File: src/sv/mfi_pkg.sv
// Shared widths, stage record types and the modular doubling-and-add step.
package mfi_pkg;

   // Width of the modulus and of every residue.
   localparam int MOD_BITS = 31;
   // Width of the incoming value.
   localparam int VALUE_BITS = 32;
   // Number of cells in one interleaved modular multiplication.
   localparam int MUL_CELLS = MOD_BITS;
   // Number of exponent bits, one multiplication row each.
   localparam int EXP_BITS = MOD_BITS;
   // Reset value of the modulus register.
   localparam logic [MOD_BITS-1:0] MODULUS_RESET = MOD_BITS'(1000000007);

   // Record carried through the initial reduction chain.
   typedef struct packed {
      logic [VALUE_BITS-1:0] val;
      logic [VALUE_BITS-1:0] rem;
   } red_type;

   // Record carried through the exponentiation chain.
   typedef struct packed {
      logic [MOD_BITS-1:0] acc;
      logic [MOD_BITS-1:0] base;
      logic [MOD_BITS-1:0] pa;
      logic [MOD_BITS-1:0] pb;
   } stage_type;

   // One step of interleaved multiplication: (2p + (y ? x : 0)) mod m, for p, x < m.
   function automatic logic [MOD_BITS-1:0] mod_step(input logic [MOD_BITS-1:0] p,
                                                    input logic [MOD_BITS-1:0] x,
                                                    input logic                y,
                                                    input logic [MOD_BITS-1:0] m);
      logic [MOD_BITS:0] d;
      logic [MOD_BITS:0] s;
      d = {p, 1'b0};
      if (d >= {1'b0, m}) begin
         d = d - {1'b0, m};
      end
      s = {1'b0, d[MOD_BITS-1:0]} + (y ? {1'b0, x} : '0);
      if (s >= {1'b0, m}) begin
         s = s - {1'b0, m};
      end
      return s[MOD_BITS-1:0];
   endfunction

endpackage

File: src/sv/mfi_rcell.sv
// One cell of the input reduction chain: shifts in one bit of the value and reduces.
module mfi_rcell (
   input  logic                          clock,
   input  logic                          reset,
   input  logic                          adv,
   input  logic [mfi_pkg::MOD_BITS-1:0]  modulus,
   input  logic                          vbit,
   input  logic                          in_valid,
   input  mfi_pkg::red_type              in_data,
   output logic                          out_valid,
   output mfi_pkg::red_type              out_data
);
   import mfi_pkg::*;

   logic    valid_ff;
   red_type data_ff;
   red_type data_in;
   logic [VALUE_BITS-1:0] sh;

   // Remainder stays below the modulus, so one subtraction suffices.
   always_comb begin
      sh = {in_data.rem[VALUE_BITS-2:0], vbit};
      data_in.val = in_data.val;
      if (sh >= VALUE_BITS'(modulus)) begin
         data_in.rem = sh - VALUE_BITS'(modulus);
      end else begin
         data_in.rem = sh;
      end
   end

   // Stage register.
   always_ff @(posedge clock) begin
      if (reset) begin
         valid_ff <= 1'b0;
      end else if (adv) begin
         valid_ff <= in_valid;
      end
      if (adv) begin
         data_ff <= data_in;
      end
   end

   assign out_valid = valid_ff;
   assign out_data  = data_ff;
endmodule

File: config.mk
export PLATFORM = sky130hd
export DESIGN_NAME = mfi_rcell
export DESIGN_NICKNAME = d
export VERILOG_FILES = /design/src/sv/mfi_pkg.sv /design/src/sv/mfi_rcell.sv
export SDC_FILE = /design/constraint.sdc
export NUM_CORES = 1
export LEC_CHECK = 0
export BUFFER_PORTS_ARGS = -buffer_cell sky130_fd_sc_hd__buf_2
export CAP_MARGIN = 20
export CORE_MARGIN = 10
export CORE_UTILIZATION = 54
export CTS_CLUSTER_DIAMETER = 40
export CTS_CLUSTER_SIZE = 40
export DETAILED_ROUTE_END_ITERATION = 8
export GPL_TIMING_DRIVEN = 0
export PLACE_DENSITY = 0.87
export SLEW_MARGIN = 20
export SYNTH_ARGS = -nofsm -noshare
export SYNTH_HDL_FRONTEND = slang
export SYNTH_SLANG_ARGS = --single-unit
File: constraint.sdc
create_clock -name clock -period 8.3 [get_ports clock]
set_input_delay 2.49 -clock clock [delete_from_list [all_inputs] [get_ports clock]]
set_output_delay 2.49 -clock clock [all_outputs]
set_load 0.03 [all_outputs]
## Word-level counts from Yosys, hierarchy flattened

Cells that the tools add are included.

- Flip-flop bits (word level): 65
- Bits in latches: 0
- RAM bits: 0
- Bits in read-only memories: 0
- Input bits: 100
- Output and inout port bits: 65
- Logic and storage cells: 6
- Memories: 0

- Add/subtract/negate cells: 1
- Multiply operators: 0
- Divide/modulo/power cells: 0
- Magnitude comparators: 1
- Equality and inequality tests: 0
- Shift operators: 0
- Multiplexer cells: 1
- Bitwise gates (word level): 0
- Reductions and logical operators: 0

Operators by type and width:

| operator | number |
|---|---|
| >= comparator 32 x 31 -> 1 bit | 1 |
| two-way mux 32 bit | 1 |
| subtractor 32 x 31 -> 32 bit | 1 |

## Longest topological paths before layout

Gate-level depths: netlist of run 1.

- Depth after elaboration: 2
- Mapped depth: 13
- Gate-level depth less buffers: 11

## Worst setup path after synthesis of run 1

No wires, ideal clock.

- Path kind: input port to flip-flop
- Start: in modulus[2] (netlist bit)
- End: reg data_ff, in the netlist out_data[24] (data pin)
- Data arrival time: 4.524 ns
- Required time: 8.040 ns
- Setup slack: 3.516 ns
- Cell stages on the path: 10
- Path buffers: 1
- Path through: inv_1 ha_1 nor2b_2 o31a_4 o21ai_2 a2111oi_4 a2bb2oi_2 nor2_2 buf_6 mux2_2

RTL lines:

| item | line | text |
|---|---|---|
| start: declaration | mfi_rcell.sv:6 | `input logic [mfi_pkg::MOD_BITS-1:0] modulus,` |
| end signal: assignment | mfi_rcell.sv:39 | `data_ff <= data_in;` |
| end: declaration | mfi_rcell.sv:16 | `red_type data_ff;` |

==> metrics.md, run 1 <==
| Metric | Value |
|---|---|
| I/O pin cnt | 165 |
| Sequential share of power | 37.5% |
| Crit path depth | 10 |
| Row cnt | 32 |
| Clk_lat worst skew | 0.34 ns |
| Pins over their slew limit | 0 |
| Nets@finish | 717 |
| Mapped Nets | 543 |
| EDFF count, synth | 64 |
| Commonest non-fill, non-tap cells in the layout | buf_2, edfxtp_1, nand2_1 |
| Post-Syn Area | 4288 um2 |
| Worst setup path end | out_data[16]$_DFFE_PP_ |
| Clk_skew | 0 ns |
| Final core occ | 70.95% |
| FF/Latch Area | 1942 um2 |
| Area growth from synthesis to layout | 27.87% |
| Worst Setup End Kind | register |
| DP Wirelength | 9.963 mm |
| Compound-gate portion of the synthesized area | 21.39% |
| Yosys top cell area share | 44.82% |
| Logic pwr share | 32.0% |
| Final setup margin | 3.249 ns |
| Synth Warn # | 0 |
| Synthesized instance count | 411 |
| Max Freq | 0.1980 GHz |
| Peak VDD IR | 0.08749 mV |
| Syn avg cell area | 10.43 um2 |
| WL/cell | 18.49 um |
| R2R setup slack | 7.72 ns |
| Clock Power Share | 30.5% |
| Max incr delay on CP | 0.49 ns |
| Post-synthesis simple-gate area fraction | 13.10% |
| H-tree depth | 3 |
| Int Pwr | 0.7377 mW |
| Worst-path cell chain | buf_2 -> inv_1 -> ha_1 -> a21o_1 -> a211oi_1 -> o2111ai_1 -> a2bb2oi_2 -> nor2_2 -> clkbuf_1 -> o21ai_0 |
| Multi-input logic area | 2103 um2 |
| Post-DP Area | 5234 um2 |
| PwrDens | 203.8 nW/um2 |
| Endpoints failing setup | 0 |
| Register area share after synthesis | 45.29% |
| Req. time, crit path | 8.36 ns |
| DRC viols | 0 |
| Bufs and invs on worst path | 3 |
| Outcome | complete, no violations |
| HP Class | register to register |
| Initial antenna violation count | 0 |
| Maxcap violations | 0 |
| Worst relative slew slack | 45.39% |
| Die W | 109.1 um |
| Synth Area in Adders | 9.513% |
| Largest net degree at the start of global routing | 66 |
| Antenna diode count | 0 |
| Final hold vios | 0 |
| Register-to-Register Path Depth | 2 |
| Count of different cell masters after synthesis | 62 |
| Leading cell type in the layout, fill and taps excluded | buf_2 |
| First-pass GRT wire length | 19.43 mm |
| Layout cells sized above 1 | 36.44% |
| Post-CTS setup repair buffer count | 0 |
| Grt ovf | 0 |
| Post-layout min period | 5.051 ns |
| Grt met2 use | 36.29% |
| Pre-CTS WS | 2.869 ns |
| Via density | 5.686 |
| Leak | 2.614 nW |
| Critical path arrival | 5.11 ns |
| Mux cell area share after synthesis | 0.7587% |
| CP max stage cell | clkbuf_1 |
| Setup TNS | 0 ns |
| Final WL | 12.80 mm |
| Worst-margin pin slew | 0.8192 ns |
| Critical Path Start Type | input port |
| Core area | 7727 um2 |
| Routed Antenna Nets | 0 |
| Synth top area cells | edfxtp_1, ha_1, nand2_1 |
| Setup CP Type | input port to register |
| Worst-path fanout max | 10 |
| RSZ-0062 raised after global routing | false |
| Post-synth top area cell | edfxtp_1 |
| Sw frac | 33.99% |
| Critical Path Source | modulus[29] |
| NetSw | 0.3799 mW |
| Global route hottest layer | met2 |
| Global Route Usage Sum | 20.77% |
| Delay-heaviest family, CP | compound AO/OA/AOI/OAI gates |
| CTS tree | yes |
| CTS Root Cell | clkbuf_8 |
| Post-cts sizing count | 0 |
| # fillers | 574 |
| Chip height | 109.1 um |
| Post-route cell area | 5483 um2 |
| Die ar. | 11,910 um2 |
| Ys flop type | edfxtp_1 |
| Fin crit share | 60.85% |
| Initial DRC Count | 268 |
| Asr flop ratio synth | 0% |
| Synth Register Bits | 65 |
| RR Startpoint | out_valid$_SDFFE_PP0P_ |
| Reg2reg end | out_valid$_SDFFE_PP0P_ |
| Met3 GRT Util | 7.375% |
| Pre-antenna DRT Iters | 5 |
| Main combinational cell family by area after synthesis | compound AO/OA/AOI/OAI gates |
| Number of global-route vias before repair | 3,938 |
| Port bufs | 163 |
| XOR/XNOR Fraction of Synth Area | 4.289% |
| Routability cong. | 0.9224 |
| GR Util met1 | 23.07% |
| Reg clk slew, reported paths | 0.08 ns |
| CTS Hold Bufs | 0 |
| CTS Sinks | 65 |
| TritonCTS buffer count | 9 |
| Initial Util | 55.49% |
| Clk buf depth | 2 |
| Total number of vias | 3,935 |
==> worst min-delay path by stage <==
stage,cells after the start,end,slack [ns],start
2_1_floorplan,2,out_valid$_SDFFE_PP0P_,0.63,out_valid$_SDFFE_PP0P_
3_3_place_gp,2,out_valid$_SDFFE_PP0P_,0.47,out_valid$_SDFFE_PP0P_
3_5_place_dp,2,out_valid$_SDFFE_PP0P_,0.49,out_valid$_SDFFE_PP0P_
4_1_cts,2,out_valid$_SDFFE_PP0P_,0.50,out_valid$_SDFFE_PP0P_
5_1_grt,2,out_valid$_SDFFE_PP0P_,0.54,out_valid$_SDFFE_PP0P_
6_report,2,out_valid$_SDFFE_PP0P_,0.50,out_valid$_SDFFE_PP0P_
==> worst register-to-register path, stage by stage (launching register included) <==
cell	delay (ns)
dfxtp_1	0.31
mux2i_1	0.12
nor2_1	0.05
==> state kept, by name, summed over array words and instances, names as in the netlist <==
name / flops
out_valid: 1
out_data: 64
==> logic make-up after synthesis <==
kind of cell,count (synthesis)
simple gates,112
xor+xnor,21
flops,65
mux,3
buf+inv,55
compound gates,123
fa+ha+maj,32
==> synthesized netlist by cell type, types with 6 or more instances <==
library cell,instances
a31oi_1,6
xor2_1,11
o21a_1,8
xnor2_1,10
o21ai_0,30
inv_1,42
edfxtp_1,64
nor3_1,8
nand2_1,47
nor2_1,20
buf_2,7
a21oi_1,16
ha_1,31
a21o_1,18
and3_1,7
==> metrics by stage <==
step | cells | hold slack (ns) | power (mW)
6_report | 692 | 0.4972 | 1.118
3_5_place_dp | 676 | 0.4862 | 0.7815
3_3_place_gp | 676 | 0.4698 | 0.7711
5_1_grt | 692 | 0.5434 | 1.172
4_1_cts | 692 | 0.5046 | 1.123
2_1_floorplan | 411 | 0.6299 | 0.6701
==> layout make-up <==
cell class / instances / area share (%)
plain buffers: 13 / 1.552
clock buffers: 9 / 2.259
clock inverters: 7 / 2.282
inverters: 42 / 2.875
multi-input cells: 291 / 38.36
flip-flops and latches: 65 / 35.42
well taps: 102 / 2.328
repair buffers: 163 / 14.92
==> power by group through the flow <==
stage | Sequential, mW | Clock, mW | Combinational [mW]
3_5_place_dp | 0.426 | 0 | 0.355
6_report | 0.419 | 0.341 | 0.358
5_1_grt | 0.423 | 0.361 | 0.389
3_3_place_gp | 0.425 | 0 | 0.347
4_1_cts | 0.419 | 0.345 | 0.358
2_1_floorplan | 0.507 | 0 | 0.163
==> routing by layer <==
layer	part of all wire, %	wire length (um)
met2	48	6125
met1	40	5076
met3	11	1365
met4	1.8	228
met5	0	0
(Power assumes the default switching activity.)
==> run 2, diff against run 1 <==
Settings changed: CORE_UTILIZATION 54 to 50, PLACE_DENSITY 0.87 to 0.81.
Clock period 8.3 ns to 4.7 ns, I/O delays scaled along.
==> metrics.md, run 2 (synthesis gave the netlist of run 1 again) <==
| Metric | Value |
|---|---|
| Initial Util | 51.67% |
| Reg clk slew, reported paths | 0.08 ns |
| # fillers | 644 |
| Via density | 5.570 |
| Worst-path cell chain | buf_2 -> inv_1 -> ha_1 -> a21o_1 -> a211oi_1 -> o2111ai_1 -> a2bb2oi_2 -> nor2_2 -> clkbuf_1 -> o21ai_0 |
| Outcome | complete, no violations |
| Worst-margin pin slew | 0.8381 ns |
| Grt met2 use | 33.29% |
| TritonCTS buffer count | 9 |
| Grt ovf | 0 |
| Post-cts sizing count | 0 |
| I/O pin cnt | 165 |
| PwrDens | 360.3 nW/um2 |
| Setup TNS | 0 ns |
| GR Util met1 | 23.66% |
| Pins over their slew limit | 0 |
| Met3 GRT Util | 6.816% |
| Worst Setup End Kind | register |
| Critical Path Start Type | input port |
| Clk_skew | 0 ns |
| Req. time, crit path | 4.74 ns |
| Nets@finish | 717 |
| Post-route cell area | 5487 um2 |
| Largest net degree at the start of global routing | 66 |
| Initial antenna violation count | 0 |
| Global Route Usage Sum | 19.72% |
| Leading cell type in the layout, fill and taps excluded | buf_2 |
| Leak | 2.614 nW |
| Final hold vios | 0 |
| Clk_lat worst skew | 0.34 ns |
| Die W | 112.6 um |
| Antenna diode count | 0 |
| First-pass GRT wire length | 20.38 mm |
| Post-layout min period | 4.129 ns |
| H-tree depth | 3 |
| Max reg flops | 64 |
| Chip height | 112.6 um |
| Clk buf depth | 2 |
| WL/cell | 18.79 um |
| DP Wirelength | 10.11 mm |
| Number of global-route vias before repair | 3,896 |
| Pre-antenna DRT Iters | 5 |
| Layout cells sized above 1 | 36.44% |
| Global route hottest layer | met2 |
| Routed Antenna Nets | 0 |
| Max Freq | 0.2422 GHz |
| Commonest non-fill, non-tap cells in the layout | buf_2, edfxtp_1, nand2_1 |
| Critical path arrival | 4.17 ns |
| Post-CTS setup repair buffer count | 0 |
| HP Class | register to register |
| Total number of vias | 3,871 |
| CP max stage cell | a211oi_1 |
| CTS tree | yes |
| CTS Sinks | 65 |
| CTS Root Cell | clkbuf_8 |
| Initial DRC Count | 249 |
| Row cnt | 33 |
| Core area | 8299 um2 |
| DRC viols | 0 |
| Worst-path fanout max | 10 |
| Routability cong. | 0.8494 |
| Die ar. | 12,680 um2 |
| Maxcap violations | 0 |
| Worst relative slew slack | 44.13% |
| Fin crit share | 87.86% |
| Max incr delay on CP | 0.52 ns |
| Post-DP Area | 5238 um2 |
| Area growth from synthesis to layout | 27.95% |
| Setup CP Type | input port to register |
| Peak VDD IR | 0.2023 mV |
| Port bufs | 163 |
| CTS Hold Bufs | 0 |
| Final WL | 13.06 mm |
| Endpoints failing setup | 0 |
| RSZ-0062 raised after global routing | false |
## run 2: power breakdown
group          internal (mW)  total, mW  switching [mW]  leakage [nW]
sequential             0.723      0.739          0.0159         0.634
clock                  0.358      0.602           0.244         0.124
combinational          0.222      0.636           0.414          1.86
## run 2: final cells by class
class,count,area (um2),area share [%]
flip-flops and latches,65,1942,35.39
well taps,105,131.4,2.395
clock inverters,7,125.1,2.281
inverters,42,157.7,2.873
multi-input cells,291,2103,38.34
plain buffers,13,85.08,1.551
repair buffers,163,818.3,14.91
clock buffers,9,123.9,2.258
## run 2: worst paths after layout
| path | from | endpoint | slack, ns | depth (start not counted) |
|---|---|---|---|---|
| setup reg to reg | out_valid$_SDFFE_PP0P_ | out_valid$_SDFFE_PP0P_ | 4.10 | 2 |
| setup / recovery | modulus[29] | out_data[26]$_DFFE_PP_ | 0.57 | 10 |
| hold / removal | out_valid$_SDFFE_PP0P_ | out_valid$_SDFFE_PP0P_ | 0.51 | 2 |
| hold reg to reg | out_valid$_SDFFE_PP0P_ | out_valid$_SDFFE_PP0P_ | 0.51 | 2 |
## run 2: stage by stage
step	worst slack [ns]	power (mW)	util (%)	hold slack, ns	std cells
2_1_floorplan	0.9960	1.183	-	0.6299	411
3_3_place_gp	0.2874	1.365	63.08	0.4732	679
3_5_place_dp	0.2555	1.381	63.11	0.4948	679
4_1_cts	0.6006	1.988	66.11	0.5162	695
5_1_grt	0.4247	2.074	66.11	0.5781	695
6_report	0.5707	1.977	66.11	0.5079	695
## run 2: worst max-delay path, delay by kind of cell
kind / cells / cell delay, ns
and+or+nand+nor: 1 / 0.37
AOI/OAI and AO/OA: 5 / 1.43
adders and majority gates: 1 / 0.37
buffers and inverters: 3 / 0.59
## run 2: routing by layer
metal	share of wire (%)	routed length, um
met4	1.0	131
met3	9.5	1239
met5	0	0
met1	41	5337
met2	49	6352
